==> src/radix12_signed_add_sub_top_defines.svh <==
// assertion macros used by the top-level rtl
`ifndef RADIX12_SIGNED_ADD_SUB_TOP_DEFINES_SVH
`define RADIX12_SIGNED_ADD_SUB_TOP_DEFINES_SVH

`ifndef SYNTHESIS
`define RSS_ASSERT_IMP(label, clk, rst_n, ante, cons) \
    label: assert property (@(posedge clk) disable iff (!(rst_n)) (ante) |-> (cons)) \
        else $error("rss assertion failed");
`define RSS_ASSERT_NXT(label, clk, rst_n, ante, cons) \
    label: assert property (@(posedge clk) disable iff (!(rst_n)) (ante) |=> (cons)) \
        else $error("rss assertion failed");
`else
`define RSS_ASSERT_IMP(label, clk, rst_n, ante, cons)
`define RSS_ASSERT_NXT(label, clk, rst_n, ante, cons)
`endif

`endif

==> src/rss_pkg.sv <==
package rss_pkg;

    localparam int DIGITS = 7;
    localparam int RADIX  = 12;
    localparam int MAG_W  = DIGITS * 4;
    localparam int RES_W  = (DIGITS + 1) * 4;

    typedef struct packed {
        logic             a_negative;
        logic [MAG_W-1:0] a_digits;
        logic             b_negative;
        logic [MAG_W-1:0] b_digits;
    } t_in;

    typedef struct packed {
        logic             sum_negative;
        logic [RES_W-1:0] sum_digits;
        logic             diff_negative;
        logic [RES_W-1:0] diff_digits;
        logic             digit_error;
    } t_out;

    // record carried down the digit chain
    typedef struct packed {
        logic [MAG_W-1:0] big;
        logic [MAG_W-1:0] small_mag;
        logic [MAG_W-1:0] sum_acc;
        logic [MAG_W-1:0] diff_acc;
        logic             carry;
        logic             borrow;
        logic             same_sign;
        logic             sum_neg;
        logic             diff_neg;
        logic             err;
    } t_cell;

    function automatic logic bad_digit(input logic [3:0] d);
        return d[3] & d[2];
    endfunction

endpackage

==> src/rss_cell.sv <==
module rss_cell
    import rss_pkg::*;
(
    input  logic  i_clk,
    input  logic  i_rst_n,
    input  logic  i_valid,
    output logic  o_ready,
    input  t_cell i_data,
    output logic  o_valid,
    input  logic  i_ready,
    output t_cell o_data
);

    logic       r_valid;
    t_cell      r_data;
    t_cell      n_data;
    logic [4:0] s_sum;
    logic [4:0] s_q;
    logic [4:0] s_p;
    logic [4:0] s_diff;
    logic       s_carry;
    logic       s_borrow;

    assign o_ready = !r_valid || i_ready;
    assign o_valid = r_valid;
    assign o_data  = r_data;

    // one digit of add and subtract, lowest remaining digit
    always_comb begin
        s_p   = {1'b0, i_data.big[3:0]};
        s_sum = s_p + {1'b0, i_data.small_mag[3:0]} + {4'b0, i_data.carry};
        if (s_sum >= 5'(RADIX)) begin
            s_sum   = s_sum - 5'(RADIX);
            s_carry = 1'b1;
        end else begin
            s_carry = 1'b0;
        end
        s_q = {1'b0, i_data.small_mag[3:0]} + {4'b0, i_data.borrow};
        if (s_p < s_q) begin
            s_diff   = s_p + 5'(RADIX) - s_q;
            s_borrow = 1'b1;
        end else begin
            s_diff   = s_p - s_q;
            s_borrow = 1'b0;
        end
        n_data           = i_data;
        n_data.big       = {4'b0, i_data.big[MAG_W-1:4]};
        n_data.small_mag = {4'b0, i_data.small_mag[MAG_W-1:4]};
        n_data.sum_acc   = {s_sum[3:0], i_data.sum_acc[MAG_W-1:4]};
        n_data.diff_acc  = {s_diff[3:0], i_data.diff_acc[MAG_W-1:4]};
        n_data.carry     = s_carry;
        n_data.borrow    = s_borrow;
    end

    always_ff @(posedge i_clk) begin
        if (!i_rst_n) begin
            r_valid <= 1'b0;
        end else if (o_ready) begin
            r_valid <= i_valid;
        end
    end

    always_ff @(posedge i_clk) begin
        if (o_ready && i_valid) begin
            r_data <= n_data;
        end
    end

endmodule

==> src/rss_finish.sv <==
module rss_finish
    import rss_pkg::*;
(
    input  logic  i_clk,
    input  logic  i_rst_n,
    input  logic  i_valid,
    output logic  o_ready,
    input  t_cell i_data,
    output logic  o_valid,
    input  logic  i_ready,
    output t_out  o_data
);

    logic             r_valid;
    t_out             r_data;
    t_out             n_data;
    logic [RES_W-1:0] s_total;
    logic [RES_W-1:0] s_delta;

    assign o_ready = !r_valid || i_ready;
    assign o_valid = r_valid;
    assign o_data  = r_data;

    // pick magnitudes by sign, zero is positive; a digit error clears the result
    always_comb begin
        s_total = {3'b0, i_data.carry, i_data.sum_acc};
        s_delta = {4'b0, i_data.diff_acc};
        if (i_data.same_sign) begin
            n_data.sum_digits  = s_total;
            n_data.diff_digits = s_delta;
        end else begin
            n_data.sum_digits  = s_delta;
            n_data.diff_digits = s_total;
        end
        n_data.sum_negative  = i_data.sum_neg && (n_data.sum_digits != '0);
        n_data.diff_negative = i_data.diff_neg && (n_data.diff_digits != '0);
        n_data.digit_error   = i_data.err;
        if (i_data.err) begin
            n_data.sum_digits    = '0;
            n_data.diff_digits   = '0;
            n_data.sum_negative  = 1'b0;
            n_data.diff_negative = 1'b0;
        end
    end

    always_ff @(posedge i_clk) begin
        if (!i_rst_n) begin
            r_valid <= 1'b0;
        end else if (o_ready) begin
            r_valid <= i_valid;
        end
    end

    always_ff @(posedge i_clk) begin
        if (o_ready && i_valid) begin
            r_data <= n_data;
        end
    end

endmodule

==> src/radix12_signed_add_sub_top.sv <==
// channel  | direction | handshake                  | payload
// in       | input     | i_in_valid / o_in_ready    | i_in_data  (t_in)
// out      | output    | o_out_valid / i_out_ready  | o_out_data (t_out)
//
// one transaction per cycle unless the output stalls; seven digit cells plus
// the output register; each cell handles one digit and passes carry and borrow on
// every stage holds its own valid, so bubbles close up while the output stalls
// synchronous active-low reset clears the valid bits only
`include "radix12_signed_add_sub_top_defines.svh"

module radix12_signed_add_sub_top
    import rss_pkg::*;
(
    input  logic i_clk,
    input  logic i_rst_n,
    input  logic i_in_valid,
    output logic o_in_ready,
    input  t_in  i_in_data,
    output logic o_out_valid,
    input  logic i_out_ready,
    output t_out o_out_data
);

    t_cell       s_prep;
    logic        s_err;
    logic        s_b_bigger;
    t_cell       s_chain_data  [DIGITS+1];
    logic        s_chain_valid [DIGITS+1];
    logic        s_chain_ready [DIGITS+1];

    // digit check, magnitude compare and swap, result signs
    always_comb begin
        s_err = 1'b0;
        for (int k = 0; k < DIGITS; k++) begin
            s_err = s_err | bad_digit(i_in_data.a_digits[4*k +: 4])
                          | bad_digit(i_in_data.b_digits[4*k +: 4]);
        end
        s_b_bigger         = i_in_data.b_digits > i_in_data.a_digits;
        s_prep.big         = s_b_bigger ? i_in_data.b_digits : i_in_data.a_digits;
        s_prep.small_mag   = s_b_bigger ? i_in_data.a_digits : i_in_data.b_digits;
        s_prep.sum_acc     = '0;
        s_prep.diff_acc    = '0;
        s_prep.carry       = 1'b0;
        s_prep.borrow      = 1'b0;
        s_prep.same_sign   = i_in_data.a_negative == i_in_data.b_negative;
        if (s_prep.same_sign) begin
            s_prep.sum_neg  = i_in_data.a_negative;
            s_prep.diff_neg = i_in_data.a_negative ^ s_b_bigger;
        end else begin
            s_prep.sum_neg  = i_in_data.a_negative ^ s_b_bigger;
            s_prep.diff_neg = i_in_data.a_negative;
        end
        s_prep.err = s_err;
    end

    assign s_chain_data[0]  = s_prep;
    assign s_chain_valid[0] = i_in_valid;
    assign o_in_ready       = s_chain_ready[0];

    for (genvar g = 0; g < DIGITS; g++) begin : g_cell
        rss_cell u_cell (
            .i_clk   (i_clk),
            .i_rst_n (i_rst_n),
            .i_valid (s_chain_valid[g]),
            .o_ready (s_chain_ready[g]),
            .i_data  (s_chain_data[g]),
            .o_valid (s_chain_valid[g+1]),
            .i_ready (s_chain_ready[g+1]),
            .o_data  (s_chain_data[g+1])
        );
    end

    rss_finish u_finish (
        .i_clk   (i_clk),
        .i_rst_n (i_rst_n),
        .i_valid (s_chain_valid[DIGITS]),
        .o_ready (s_chain_ready[DIGITS]),
        .i_data  (s_chain_data[DIGITS]),
        .o_valid (o_out_valid),
        .i_ready (i_out_ready),
        .o_data  (o_out_data)
    );

    `RSS_ASSERT_IMP(a_err_zero, i_clk, i_rst_n, o_out_valid && o_out_data.digit_error,
        o_out_data.sum_digits == '0 && o_out_data.diff_digits == '0
        && !o_out_data.sum_negative && !o_out_data.diff_negative)
    `RSS_ASSERT_IMP(a_sum_zero_pos, i_clk, i_rst_n, o_out_valid && o_out_data.sum_digits == '0,
        !o_out_data.sum_negative)
    `RSS_ASSERT_IMP(a_diff_zero_pos, i_clk, i_rst_n, o_out_valid && o_out_data.diff_digits == '0,
        !o_out_data.diff_negative)
    `RSS_ASSERT_IMP(a_top_digit, i_clk, i_rst_n, o_out_valid,
        o_out_data.sum_digits[RES_W-1:RES_W-3] == '0
        && o_out_data.diff_digits[RES_W-1:RES_W-3] == '0)
    `RSS_ASSERT_IMP(a_in_ready, i_clk, i_rst_n, !o_out_valid, o_in_ready)

endmodule
==> config.mk <==
export PLATFORM = sky130hd
export DESIGN_NAME = radix12_signed_add_sub_top
export DESIGN_NICKNAME = d
export VERILOG_FILES = /design/src/rss_pkg.sv /design/src/rss_cell.sv /design/src/rss_finish.sv /design/src/radix12_signed_add_sub_top.sv
export VERILOG_INCLUDE_DIRS = /design/src /design/src/src
export SDC_FILE = /design/constraint.sdc
export NUM_CORES = 1
export LEC_CHECK = 0
export BUFFER_PORTS_ARGS = -buffer_cell sky130_fd_sc_hd__buf_2
export CAP_MARGIN = 15
export CORE_MARGIN = 2
export CORE_UTILIZATION = 50
export CTS_CLUSTER_DIAMETER = 50
export DETAILED_ROUTE_END_ITERATION = 10
export PLACE_DENSITY = 0.67
export SYNTH_ARGS = -nofsm -noshare
export SYNTH_HDL_FRONTEND = slang
export SYNTH_SLANG_ARGS = --single-unit
==> constraint.sdc <==
create_clock -name i_clk -period 6.9 [get_ports i_clk]
set_input_delay 0.345 -clock i_clk [delete_from_list [all_inputs] [get_ports i_clk]]
set_output_delay 0.345 -clock i_clk [all_outputs]
set_load 0.02 [all_outputs]
==> results of run 1 <==
[final cells by class]
type	instances	area, sq um	area share (%)
clock inverters	29	308	1.32
multi-input cells	631	5240	22.4
flip-flops and latches	494	14800	63.2
repair buffers	136	713	3.05
inverters	127	477	2.04
well taps	532	666	2.85
clock buffers	55	1210	5.16
[worst register-to-register path: cells and delay by family, from the launching register on]
| family | cells | cell delay (ns) |
|---|---|---|
| buffers and inverters | 1 | 0.32 |
| and+or+nand+nor | 7 | 2.11 |
| DFF | 1 | 0.31 |
[cells in the mapped netlist, types with 6 or more instances]
library cell / count
sky130_fd_sc_hd__edfxtp_1: 486
sky130_fd_sc_hd__inv_1: 127
sky130_fd_sc_hd__ha_1: 101
sky130_fd_sc_hd__nor2_1: 84
sky130_fd_sc_hd__mux2i_1: 60
sky130_fd_sc_hd__a21oi_1: 50
sky130_fd_sc_hd__o21ai_0: 46
sky130_fd_sc_hd__nand2_1: 37
sky130_fd_sc_hd__xnor2_1: 33
sky130_fd_sc_hd__fa_1: 32
sky130_fd_sc_hd__mux2_2: 25
sky130_fd_sc_hd__nand3_1: 21
sky130_fd_sc_hd__a21o_1: 18
sky130_fd_sc_hd__xor2_1: 15
sky130_fd_sc_hd__nor4_1: 13
sky130_fd_sc_hd__clkbuf_1: 12
sky130_fd_sc_hd__nor2b_1: 12
sky130_fd_sc_hd__nand4_1: 11
sky130_fd_sc_hd__dfxtp_1: 8
sky130_fd_sc_hd__buf_4: 7
sky130_fd_sc_hd__a221oi_1: 6
sky130_fd_sc_hd__a31oi_1: 6
sky130_fd_sc_hd__buf_1: 6
sky130_fd_sc_hd__buf_2: 6
[power breakdown]
group / total, mW / internal, mW / switching, mW
logic: 0.453 / 0.186 / 0.267
clock network: 2.46 / 1.45 / 1.02
registers: 3.45 / 3.42 / 0.0337
total: 6.37 / 5.05 / 1.32
[sequential cells by signal, summed over array words and instances, names as in the netlist]
signal                 flops
g_cell.u_cell.o_valid      7
u_finish.o_data           60
u_finish.o_valid           1
g_cell.u_cell.o_data     426
[metal layers]
layer  vias up  GRT usage, %
met5         -             0
met4         0          5.82
met2       191          22.3
met1      4460          21.0
met3        60          2.50
li1       5011             -
[what timing repair did]
item                       CTS  global route
setup endpoints to repair    0             0
hold buffers                 1             0
setup buffers                0             0
hold endpoints to repair     1             0
[path summary, 6_finish.rpt]
path,startpoint,end,slack [ns],cells after the start
max,i_in_data[31],g_cell[0].u_cell.o_data[33],2.95,13
min,i_rst_n,u_finish.o_valid,0.08,2
max reg2reg,u_finish.o_valid,g_cell[0].u_cell.o_data[67],3.75,8
min reg2reg,g_cell[0].u_cell.o_data[58],g_cell[1].u_cell.o_data[54],0.41,0
[cell families after synthesis]
group / synth area share [%]
and+or+nand+nor: 4.50
other: 0.0183
AOI/OAI and AO/OA: 4.94
xor gates and xnor gates: 2.05
DFF: 71.9
muxes: 4.30
adders and majority gates: 9.28
buffers and inverters: 3.05
==> impl_metrics.env, run 1 <==
export IMPL_status="finished, final reports clean"
export IMPL_rsz0062_at_grt="no"
export IMPL_crit_path_top_cell_by_count="sky130_fd_sc_hd__mux2i_1"
export IMPL_fin_crit_ns=3.95
export IMPL_number_of_antenna_violations_at_the_first_check_in_global_routing=0
export IMPL_nNetsFinal=1631
export IMPL_area_inside_the_core_boundary_sq_um=40600
export IMPL_htree_levels=2
export IMPL_tritoncts_num_sinks=494
export IMPL_port_buffer_count=124
export IMPL_worst_ep_required_time_ns=7.20
export IMPL_crit_type="in -> reg"
export IMPL_syn_inst=1278
export IMPL_n_antenna_cell=0
export IMPL_most_frequently_used_flop_master_after_synthesis="sky130_fd_sc_hd__edfxtp_1"
export IMPL_synth_cell_types=52
export IMPL_post_synth_instance_area_sq_um=20500
export IMPL_route_met3_wl_mm=1.34
export IMPL_post_route_drc_count=0
export IMPL_grt_pass1_wl_mm=49.3
export IMPL_dieHeight_um=207
export IMPL_met2WireLength_mm=12.9
export IMPL_worst_setup_start_kind="input port"
export IMPL_grt_total_usage_pct=14.6
export IMPL_postLayoutCoreUtil_pct=57.5
export IMPL_leakagePower_nw=8.74
export IMPL_p_total_mw=6.37
export IMPL_critPathArrivalTime_ns=4.25
export IMPL_n_fill_cell=3170
export IMPL_synth_top_cells_by_area="sky130_fd_sc_hd__edfxtp_1, sky130_fd_sc_hd__ha_1, sky130_fd_sc_hd__fa_1, sky130_fd_sc_hd__mux2i_1, sky130_fd_sc_hd__inv_1"
export IMPL_m1WireLength_mm=14.2
export IMPL_ys_async_sr_fraction_pct=0
export IMPL_floorplan_initialDensity_pct=50.5
export IMPL_min_period_over_period_pct=57.3
export IMPL_cp_slowest_cell="sky130_fd_sc_hd__a2bb2oi_4"
export IMPL_boundaryPins=131
export IMPL_critical_path_max_stage_delay_ns=0.75
export IMPL_layout_overhead_on_the_synthesized_area_pct=13.8
export IMPL_min_delay_path_class="in -> reg"
export IMPL_post_place_cells=1919
export IMPL_dp_hpwl_mm=21.6
export IMPL_whs_ns=0.0794
export IMPL_die_w_um=207
export IMPL_headroom_to_the_max_slew_limit_pct=37.5
export IMPL_grt_overflow_total=0
export IMPL_setup_viol_count_final=0
export IMPL_critPathBufInv=3
export IMPL_hold_viol_final=0
export IMPL_routed_via_count=9722
export IMPL_post_place_instance_area_sq_um=21800
export IMPL_finClkSkew_ns=0.0159
export IMPL_route_final_wire_length_mm=29.5
export IMPL_seq_area_frac_synth_pct=71.9
export IMPL_worstPathMaxFanout=41
export IMPL_maxCapViolations=0
export IMPL_tightestPinTransition_ns=0.934
export IMPL_cts_tree="yes"
export IMPL_clock_tree_root_cell="sky130_fd_sc_hd__clkbuf_16"
export IMPL_dp_worst_setup_slack_ns=2.40
export IMPL_irDropWorstVdd_uv=196
export IMPL_p_per_area_nw_per_um2=273
export IMPL_most_common_cell_after_layout_fill_and_taps_aside="sky130_fd_sc_hd__edfxtp_1"
export IMPL_list_of_cells_traversed_by_the_critical_path="buf_2, inv_1, ha_1, nand4_1, or3_1, or2_4, a2bb2oi_4, buf_4, mux2i_1, fa_1, xor2_1, mux2i_1, xnor2_1"
export IMPL_postSynthAreaPerCell_sq_um=16.1
export IMPL_timing_critical_path_to_type="register"
export IMPL_pin_count_of_the_biggest_net_entering_global_routing=62
export IMPL_timing_setup_tns_ns=0
export IMPL_insertion_delay_ns=0.56
export IMPL_yosysWarningCount=0
export IMPL_final_count_of_pins_violating_max_slew=0
export IMPL_routed_vias_inst=4.85
export IMPL_synth_enable_flop_cells=486
export IMPL_yosys_area_top_type_share_pct=71.1
export IMPL_most_common_layout_cells="sky130_fd_sc_hd__edfxtp_1, sky130_fd_sc_hd__inv_1, sky130_fd_sc_hd__buf_2"
export IMPL_clockBufferDepth=3
export IMPL_fp_dieArea_sq_um=42700
export IMPL_dr_max_layer_used="met4"
export IMPL_yosys_register_bits=494
export IMPL_drt_first_pass_iters=4
export IMPL_fmax_mhz=253
export IMPL_final_critical_path_setup_slack_ns=2.95
export IMPL_cts_reportedPaths_clkPinSlew_ns=0.06
export IMPL_grt_pass1_vias=9638
export IMPL_cts_buffers=46
export IMPL_remaining_number_of_nets_flagged_by_the_antenna_check_after_routing=0
export IMPL_post_cts_resized=0
export IMPL_instances_no_fill=2004
export IMPL_path_delay_family="adder cells"
export IMPL_finish_instance_area_sq_um=23400
export IMPL_globalplace_congestion=0.829
export IMPL_core_rowCount=74
export IMPL_yosysTopAreaCell="sky130_fd_sc_hd__edfxtp_1"
export IMPL_dr_first_iter_drc_count=451
export IMPL_fraction_of_layout_cells_with_a_size_suffix_above_1_pct=16.8
export IMPL_routed_wire_length_per_instance_um=14.7
Power figures use the tool's default switching activity.
==> run 2, diff against run 1 <==
Clock period 6.9 ns to 3.75 ns, I/O delays scaled along.
==> run 2 against run 1 <==
Compared with the run above:
- first-iteration DRC count is 27% higher
- hold slack worse by 0.045 ns
- clock skew shrank 0.0014 ns
- clock power grew 95%
- sequential share of layout area fell by 2.1 points
- count of clock-buffer cells in the layout unchanged
- combinational power grew 98%
- critical path type unchanged
- largest cell class unchanged
==> impl_metrics.env, run 2 (synthesis results as in run 1) <==
export IMPL_status="finished, final reports clean"
export IMPL_routed_wire_length_per_instance_um=14.6
export IMPL_crit_type="in -> reg"
export IMPL_whs_ns=0.0347
export IMPL_pin_count_of_the_biggest_net_entering_global_routing=62
export IMPL_core_rowCount=74
export IMPL_instances_no_fill=2081
export IMPL_route_final_wire_length_mm=30.5
export IMPL_maxCapViolations=0
export IMPL_globalplace_congestion=0.817
export IMPL_dp_worst_setup_slack_ns=0.333
export IMPL_post_place_instance_area_sq_um=21900
export IMPL_cts_buffers=48
export IMPL_dr_first_iter_drc_count=575
export IMPL_boundaryPins=131
export IMPL_final_count_of_pins_violating_max_slew=0
export IMPL_min_period_over_period_pct=93.4
export IMPL_grt_overflow_total=0
export IMPL_fmax_mhz=286
export IMPL_hold_viol_final=0
export IMPL_cts_tree="yes"
export IMPL_n_antenna_cell=0
export IMPL_fp_dieArea_sq_um=42700
export IMPL_setup_viol_count_final=0
export IMPL_nNetsFinal=1705
export IMPL_n_fill_cell=3033
export IMPL_grt_total_usage_pct=15.0
export IMPL_die_w_um=207
export IMPL_drt_first_pass_iters=4
export IMPL_timing_critical_path_to_type="register"
export IMPL_most_common_layout_cells="sky130_fd_sc_hd__edfxtp_1, sky130_fd_sc_hd__inv_1, sky130_fd_sc_hd__buf_2"
export IMPL_post_route_drc_count=0
export IMPL_grt_pass1_vias=9948
export IMPL_fraction_of_layout_cells_with_a_size_suffix_above_1_pct=16.7
export IMPL_p_per_area_nw_per_um2=498
export IMPL_layout_overhead_on_the_synthesized_area_pct=17.8
export IMPL_dp_hpwl_mm=21.8
export IMPL_dieHeight_um=207
export IMPL_port_buffer_count=124
export IMPL_rsz0062_at_grt="no"
export IMPL_leakagePower_nw=9.10
export IMPL_headroom_to_the_max_slew_limit_pct=42.8
export IMPL_routed_vias_inst=4.82
export IMPL_postLayoutCoreUtil_pct=59.5
export IMPL_clockBufferDepth=3
export IMPL_tritoncts_num_sinks=494
export IMPL_post_place_cells=1924
export IMPL_grt_pass1_wl_mm=51.0
export IMPL_critPathArrivalTime_ns=3.80
export IMPL_number_of_antenna_violations_at_the_first_check_in_global_routing=0
export IMPL_most_common_cell_after_layout_fill_and_taps_aside="sky130_fd_sc_hd__edfxtp_1"
export IMPL_clock_tree_root_cell="sky130_fd_sc_hd__clkbuf_16"
export IMPL_htree_levels=2
export IMPL_insertion_delay_ns=0.56
export IMPL_irDropWorstVdd_uv=402
export IMPL_timing_setup_tns_ns=0
export IMPL_finClkSkew_ns=0.0145
export IMPL_fin_crit_ns=3.50
export IMPL_worstPathMaxFanout=43
export IMPL_post_cts_resized=0
export IMPL_finish_instance_area_sq_um=24200
export IMPL_area_inside_the_core_boundary_sq_um=40600
export IMPL_floorplan_initialDensity_pct=50.5
export IMPL_routed_via_count=10000
export IMPL_final_critical_path_setup_slack_ns=0.249
export IMPL_min_delay_path_class="in -> reg"
export IMPL_cts_reportedPaths_clkPinSlew_ns=0.06
export IMPL_remaining_number_of_nets_flagged_by_the_antenna_check_after_routing=0
export IMPL_tightestPinTransition_ns=0.858
export IMPL_worst_ep_required_time_ns=4.05
export IMPL_number_of_flip_flops_under_the_largest_register_name=426
export IMPL_p_total_mw=12.0
export IMPL_worst_setup_start_kind="input port"
## run 2: changes by cell type in the layout (fill, tap and decap cells not counted), sizes merged
| cell | previous run | this run |
|---|---|---|
| buf | 135 | 140 |
| clkinvlp | 1 | 3 |
| inv | 129 | 131 |
| dlygate4sd3 | 1 | 68 |
| bufinv | 5 | 6 |
## run 2: layout make-up
| class | count | area (sq um) | area share (%) |
|---|---|---|---|
| flip-flops and latches | 494 | 14800 | 61.0 |
| multi-input cells | 631 | 5240 | 21.7 |
| repair buffers | 208 | 1430 | 5.93 |
| clock buffers | 55 | 1250 | 5.16 |
| inverters | 127 | 477 | 1.97 |
| well taps | 532 | 666 | 2.75 |
| clock inverters | 34 | 363 | 1.50 |
## run 2: critical path: stages
cell,delay (ns)
sky130_fd_sc_hd__dlygate4sd3_1,0.54
sky130_fd_sc_hd__buf_2,0.12
sky130_fd_sc_hd__inv_1,0.09
sky130_fd_sc_hd__ha_1,0.33
sky130_fd_sc_hd__nand4_1,0.17
sky130_fd_sc_hd__or4_4,0.54
sky130_fd_sc_hd__or2_4,0.27
sky130_fd_sc_hd__a2bb2oi_4,0.18
sky130_fd_sc_hd__buf_4,0.40
sky130_fd_sc_hd__mux2_2,0.39
sky130_fd_sc_hd__dlygate4sd3_1,0.57
## run 2: what timing repair did
| action | 4_1_cts | 5_1_grt |
|---|---|---|
| endpoints found under the hold margin | 57 | 0 |
| setup buffers | 0 | 0 |
| hold buffers | 68 | 0 |
## run 2: path summary, 6_finish.rpt
kind / end / slack, ns / depth (start not counted) / startpoint
hold reg to reg: g_cell[3].u_cell.o_data[47] / 0.40 / 0 / g_cell[2].u_cell.o_data[51]
hold / removal: g_cell[0].u_cell.o_data[93] / 0.03 / 2 / i_in_data[36]
setup reg to reg: g_cell[0].u_cell.o_data[95] / 0.79 / 9 / u_finish.o_valid
setup / recovery: g_cell[0].u_cell.o_data[98] / 0.25 / 11 / i_in_data[52]
## run 2: report_power, final
part / switching [mW] / internal (mW)
registers: 0.0646 / 6.29
clock network: 1.96 / 2.83
logic: 0.493 / 0.405
## run 2: metal layers
layer,GRT usage (%),vias to the layer above,routed length [um]
met5,0,-,0
met4,4.59,0,699
met3,2.53,58,1280
met2,23.8,181,14100
met1,21.6,4618,14500
li1,-,5169,-
